[config.mk]
export PLATFORM = sky130hd
export DESIGN_NAME = tcc_ctrl
export DESIGN_NICKNAME = d
export VERILOG_FILES = /design/src/rtl/tcc_pkg.sv /design/src/rtl/tcc_ctrl.sv
export SDC_FILE = /design/constraint.sdc
export NUM_CORES = 1
export LEC_CHECK = 0
export ABC_AREA = 1
export BUFFER_PORTS_ARGS = -buffer_cell sky130_fd_sc_hd__buf_4
export CAP_MARGIN = 10
export CORE_AREA = 2 2 39 41
export CTS_CLUSTER_DIAMETER = 50
export DETAILED_ROUTE_END_ITERATION = 12
export DIE_AREA = 0 0 41 43
export PLACE_DENSITY = 0.76
export SLEW_MARGIN = 20
export SYNTH_ARGS = -nofsm -noshare
export SYNTH_HDL_FRONTEND = slang
export SYNTH_SLANG_ARGS = --single-unit
export TNS_END_PERCENT = 100
[constraint.sdc]
create_clock -name clk -period 1.84 [get_ports clk]
set_input_delay 0.552 -clock clk [delete_from_list [all_inputs] [get_ports clk]]
set_output_delay 0.552 -clock clk [all_outputs]
set_load 0.005 [all_outputs]
[src/rtl/tcc_pkg.sv]
// ----------------------------------------------------------------------------
// tcc_pkg: shared definitions for the text console
// Screen geometry, field widths, codes and the controller/datapath structs.
// ----------------------------------------------------------------------------
package tcc_pkg;

  localparam int COLUMNS = 80;
  localparam int ROWS    = 25;
  localparam int CELLS   = COLUMNS * ROWS;
  localparam int ADDR_W  = $clog2(CELLS);
  localparam int CNT_W   = $clog2(CELLS + 1);

  localparam int ROW_W   = 5;
  localparam int COL_W   = 7;
  localparam int CHAR_W  = 8;
  localparam int COLOR_W = 8;
  localparam int CELL_W  = CHAR_W + COLOR_W;

  localparam logic [CHAR_W-1:0]  NEWLINE_CODE = 8'd10;
  localparam logic [CHAR_W-1:0]  SPACE_CODE   = 8'd32;
  localparam logic [COLOR_W-1:0] RESET_COLOR  = 8'h0F;

  typedef enum logic [1:0] {
    ACT_PUT   = 2'd0,
    ACT_CLEAR = 2'd1,
    ACT_READ  = 2'd2,
    ACT_NOP   = 2'd3
  } action_t;

  typedef enum logic [3:0] {
    S_INIT,
    S_IDLE,
    S_EXEC,
    S_RD_WAIT,
    S_COPY,
    S_DRAIN,
    S_ZERO,
    S_FILL,
    S_DONE
  } state_t;

  typedef enum logic [2:0] {
    MEM_NONE,
    MEM_PUT,
    MEM_FILL,
    MEM_ZERO,
    MEM_READ,
    MEM_COPY
  } mem_op_t;

  typedef enum logic [1:0] {
    CUR_HOLD,
    CUR_ADVANCE,
    CUR_NEWLINE,
    CUR_HOME
  } cur_op_t;

  typedef struct packed {
    action_t           action;
    logic [CHAR_W-1:0] char_code;
    logic [ROW_W-1:0]  read_row;
    logic [COL_W-1:0]  read_col;
  } item_t;

  typedef struct packed {
    logic [CELL_W-1:0] cell_data;
    logic [ROW_W-1:0]  cursor_row_out;
    logic [COL_W-1:0]  cursor_col_out;
    logic              scrolled;
  } result_t;

  typedef struct packed {
    logic    latch_item;
    logic    cnt_clr;
    logic    cnt_inc;
    mem_op_t mem_op;
    logic    fill_reset;
    cur_op_t cur_op;
    logic    set_scroll;
    logic    cap_cell;
    logic    load_out;
  } cmd_t;

  typedef struct packed {
    action_t action;
    logic    is_newline;
    logic    at_last_col;
    logic    at_last_row;
    logic    rd_in_range;
    logic    cnt_last;
    logic    cnt_last_copy;
    logic    out_free;
  } status_t;

endpackage

[src/rtl/tcc_ctrl.sv]
// ----------------------------------------------------------------------------
// tcc_ctrl: text console controller
// Sequences each word through execute, memory sweeps and result delivery.
// ----------------------------------------------------------------------------
module tcc_ctrl
  import tcc_pkg::*;
(
  input  logic    clk,
  input  logic    rst_n,
  input  logic    in_valid,
  output logic    in_ready,
  input  status_t status,
  output cmd_t    cmd
);

  state_t state_r;
  state_t state_nxt;

  logic need_scroll;
  logic need_read;
  logic done_now;

  assign need_scroll = (status.action == ACT_PUT) &&
                       (status.is_newline || status.at_last_col) && status.at_last_row;
  assign need_read   = (status.action == ACT_READ) && status.rd_in_range;
  assign done_now    = !need_scroll && !need_read && (status.action != ACT_CLEAR);

  always_ff @(posedge clk) begin
    if (!rst_n) begin
      state_r <= S_INIT;
    end else begin
      state_r <= state_nxt;
    end
  end

  // Next state.
  always_comb begin
    state_nxt = state_r;
    unique case (state_r)
      S_INIT: begin
        if (status.cnt_last) state_nxt = S_IDLE;
      end
      S_IDLE: begin
        if (in_valid) state_nxt = S_EXEC;
      end
      S_EXEC: begin
        priority if (need_scroll) state_nxt = S_COPY;
        else if (status.action == ACT_CLEAR) state_nxt = S_FILL;
        else if (need_read) state_nxt = S_RD_WAIT;
        else if (status.out_free) state_nxt = S_IDLE;
        else state_nxt = S_DONE;
      end
      S_RD_WAIT: state_nxt = S_DONE;
      S_COPY: begin
        if (status.cnt_last_copy) state_nxt = S_DRAIN;
      end
      S_DRAIN: state_nxt = S_ZERO;
      S_ZERO: begin
        if (status.cnt_last) state_nxt = S_DONE;
      end
      S_FILL: begin
        if (status.cnt_last) state_nxt = S_DONE;
      end
      S_DONE: begin
        if (status.out_free) state_nxt = S_IDLE;
      end
      default: state_nxt = S_INIT;
    endcase
  end

  // Commands to the datapath.
  always_comb begin
    cmd      = '0;
    in_ready = 1'b0;
    unique case (state_r)
      S_INIT: begin
        cmd.mem_op     = MEM_FILL;
        cmd.fill_reset = 1'b1;
        cmd.cnt_inc    = 1'b1;
      end
      S_IDLE: begin
        in_ready       = 1'b1;
        cmd.latch_item = in_valid;
        cmd.cnt_clr    = in_valid;
      end
      S_EXEC: begin
        unique case (status.action)
          ACT_PUT: begin
            if (status.is_newline) begin
              cmd.cur_op = CUR_NEWLINE;
            end else begin
              cmd.mem_op = MEM_PUT;
              cmd.cur_op = status.at_last_col ? CUR_NEWLINE : CUR_ADVANCE;
            end
            cmd.set_scroll = need_scroll;
          end
          ACT_CLEAR: cmd.cur_op = CUR_HOME;
          ACT_READ: begin
            if (status.rd_in_range) cmd.mem_op = MEM_READ;
          end
          ACT_NOP: cmd.cur_op = CUR_HOLD;
          default: cmd.cur_op = CUR_HOLD;
        endcase
        cmd.load_out = done_now && status.out_free;
      end
      S_RD_WAIT: cmd.cap_cell = 1'b1;
      S_COPY: begin
        cmd.mem_op  = MEM_COPY;
        cmd.cnt_inc = 1'b1;
      end
      S_DRAIN: cmd.mem_op = MEM_NONE;
      S_ZERO: begin
        cmd.mem_op  = MEM_ZERO;
        cmd.cnt_inc = 1'b1;
      end
      S_FILL: begin
        cmd.mem_op  = MEM_FILL;
        cmd.cnt_inc = 1'b1;
      end
      S_DONE: cmd.load_out = status.out_free;
      default: cmd = '0;
    endcase
  end

  // The cursor sits on the last row for the whole of a scroll.
  a_scroll_last_row: assert property (@(posedge clk) disable iff (!rst_n)
    (state_r == S_COPY) |-> status.at_last_row)
    else $error("scroll running with cursor off the last row");

  // The bottom row is cleared only after the copy has drained.
  a_zero_after_drain: assert property (@(posedge clk) disable iff (!rst_n)
    (state_r == S_ZERO) && ($past(state_r) != S_ZERO) |-> ($past(state_r) == S_DRAIN))
    else $error("bottom row clear entered without draining the copy");

  // A word is taken only while the controller is idle.
  a_ready_idle: assert property (@(posedge clk) disable iff (!rst_n)
    in_ready |-> (state_r == S_IDLE))
    else $error("input ready outside the idle state");

endmodule

==> metrics.cfg <==
[setup_path]
cp-start-kind=register
rrSetupSlack_ns=0.58
path_max_fanout=3
crit_type=register to primary output
startpoint=state_r[3]
r2r_cells=7
cp.arrival_ns=1.33
end_kind=primary output
rr_startpoint=state_r[0]
crit_required_ns=1.29

[layout]
design_area_um2=806
final_nets=133
post-route-util_pct=58.2
multiInputGateArea_um2=373
seq_area_um2=82.6
area_growth_pct=56.3
instances_no_fill=135
antennaDiodeCount=0
nFillCells=138
top_regs=state_r x4
regMostFlops=state_r
largest_reg_flops=4
drive_gt1_share_pct=50.4

[clock_network]
clock_path_buffers=2
cts_buffers=3
cts-root-buf=clkbuf_4
cts.sinks=4
htreeDepth=1
clk_pin_slew_ns=0.04
cts_tree=done
holdBufCountCts=0
clk_latency_ns=0.24

[global_route]
grt_pass1_wl_um=2180
grt_pass1_vias=545
antenna_found_initial=0
grt_usage_pct=18.0
grt_max_degree=7
overflow=0

[synth]
postSynthCellCount=85
synth_nets=97
yosys_warnings=0
ys_seq_area_share_pct=15.5
synth-seq-cells=4
syn_area_um2=515
synthDistinctLibCells=23
avgSynthCellArea_um2=6.06

[die]
ios=25
initial_core_util_pct=37.3
die_area_um2=1760
die_x_um=41
core_um2=1380
fp-row-count=14
die-height_um=43

[sta]
hold_viol_final=0
maxSlewHeadroom_pct=87.2
setup_viol=4
fin_skew_ns=0.00363
fin_hold_ws_ns=0.528
fin_crit_ns=1.88
timing.final.max_slew_violations=0
rsz0062_at_grt=true
setup_ws_ns=-0.0412
max_freq_mhz=532
worst_pin_slew_ns=0.191
min_period_over_period_pct=102

[drt]
wl_met2_um=710
drt_pass1_iterations=4
final_antenna_net_count=0
vias=635
top_layer_used=met3
drtIter0Drc=19
drt-wirelength-per-cell_um=10.2
via_per_inst=4.70
met3_wirelength_um=54
drt_wl_total_um=1380
post-route-drc-count=0
met1_length_um=613

[outcome]
outcome=finished, violations left
failed_checks=setup timing

[hold_path]
whs_path_depth=2
hold_class=register to register
min_from=state_r[2]

[power]
internal-power_w=0.000376
p_sw_share_pct=41.2
static-leakage-power_nw=0.412
combPwrFrac_pct=64.8
power.share.sequential_pct=17.9
netSwitchingPower_w=0.000264
peakVddDrop_mv=0.376
power_frac_clock_pct=17.2
power_w=0.000640
power.density_nw_per_um2=794

[placement]
placed_cells_incl_taps=129
place_area_um2=742
port_buffers=24
gp_congestion=0.803
dp_hpwl_um=1120

[job]
max_cap_violations=0

path summary, 6_finish.rpt:
check | end
max | cmd[6]
min | state_r[2]
max reg2reg | state_r[3]
min reg2reg | state_r[2]
routing by layer:
metal | vias up | GRT usage, %
met5 | - | 0
met4 | 0 | 2.00
met3 | 0 | 6.28
met2 | 15 | 27.8
met1 | 279 | 24.1
li1 | 341 | -
area by class of cell:
type | instances | share of cell area, %
inverter | 16 | 7.45
tap | 16 | 2.48
multi-input combinational | 63 | 46.3
timing repair buffer | 33 | 30.7
sequential | 4 | 10.2
clock buffer | 3 | 2.80
metrics by stage:
step                setup WS (ns)  TNS (ns)
finish                    -0.0412   -0.0847
global route               -0.136    -0.571
CTS                       -0.0474   -0.0928
detailed placement         0.0302         0
global placement           0.0376         0
floorplan                   0.241         0
timing repair:
item	in CTS	in global routing
endpoints found under the setup margin	7	7
resized for setup	6	1
buffers inserted	2	1
pin swaps	1	1
logic make-up after synthesis:
| group | count (synthesis) | synth area share, % |
|---|---|---|
| AOI/OAI and AO/OA | 15 | 22.1 |
| buffers and inverters | 18 | 15.3 |
| DFF | 4 | 15.5 |
| and+or+nand+nor | 48 | 47.1 |
cell usage after synthesis:
library cell	number	area, µm²
nand4_1	1	6.26
nor2_2	4	25.0
a31oi_1	1	6.26
nand2_1	22	82.6
o211ai_1	1	7.51
a21oi_4	1	16.3
o21ai_1	3	15.0
buf_4	1	7.51
nand3_2	3	30.0
o31ai_4	1	21.3
nor2_1	5	18.8
nor2_4	2	22.5
nand3_1	7	35.0
a21oi_1	4	20.0
o21ai_0	2	10.0
nor3_1	2	10.0
buf_6	1	11.3
inv_2	4	15.0
a21oi_2	2	17.5
inv_1	12	45.0
nand2_2	1	6.26
or2_1	1	6.26
dfxtp_1	4	80.1
power by group through the flow:
stage	clock network (W)	logic, W	registers, W
after floorplan	0	0.000215	0.000117
after global placement	0	0.000373	0.000113
after detailed placement	0	0.000377	0.000114
after CTS	0.000115	0.000400	0.000115
after global routing	0.000119	0.000467	0.000116
final	0.000110	0.000415	0.000115
layout by cell type, fill, tap and decap left out:
cell      count
a21oi_1       3
a21oi_2       3
a21oi_4       1
a31oi_1       1
buf_4        33
clkbuf_4      3
dfxtp_1       2
dfxtp_2       2
inv_1        11
inv_2         5
nand2_1      21
nand2_2       2
nand3_1       7
nand3_2       3
nand4_1       1
nor2_1        5
nor2_2        3
nor2_4        3
nor3_1        1
nor3_2        1
o211ai_1      1
o21ai_0       2
o21ai_1       3
o31ai_4       1
or2_1         1
critical path, cell delays in order, from the launching register on:
cell and delay (ns):
dfxtp_2 0.34, nor2_4 0.12, inv_2 0.06, nor2_4 0.09, inv_2 0.05, nor2_2 0.08, inv_2 0.06, o31ai_4 0.15
buf_4 0.14
(Power assumes the default switching activity.)
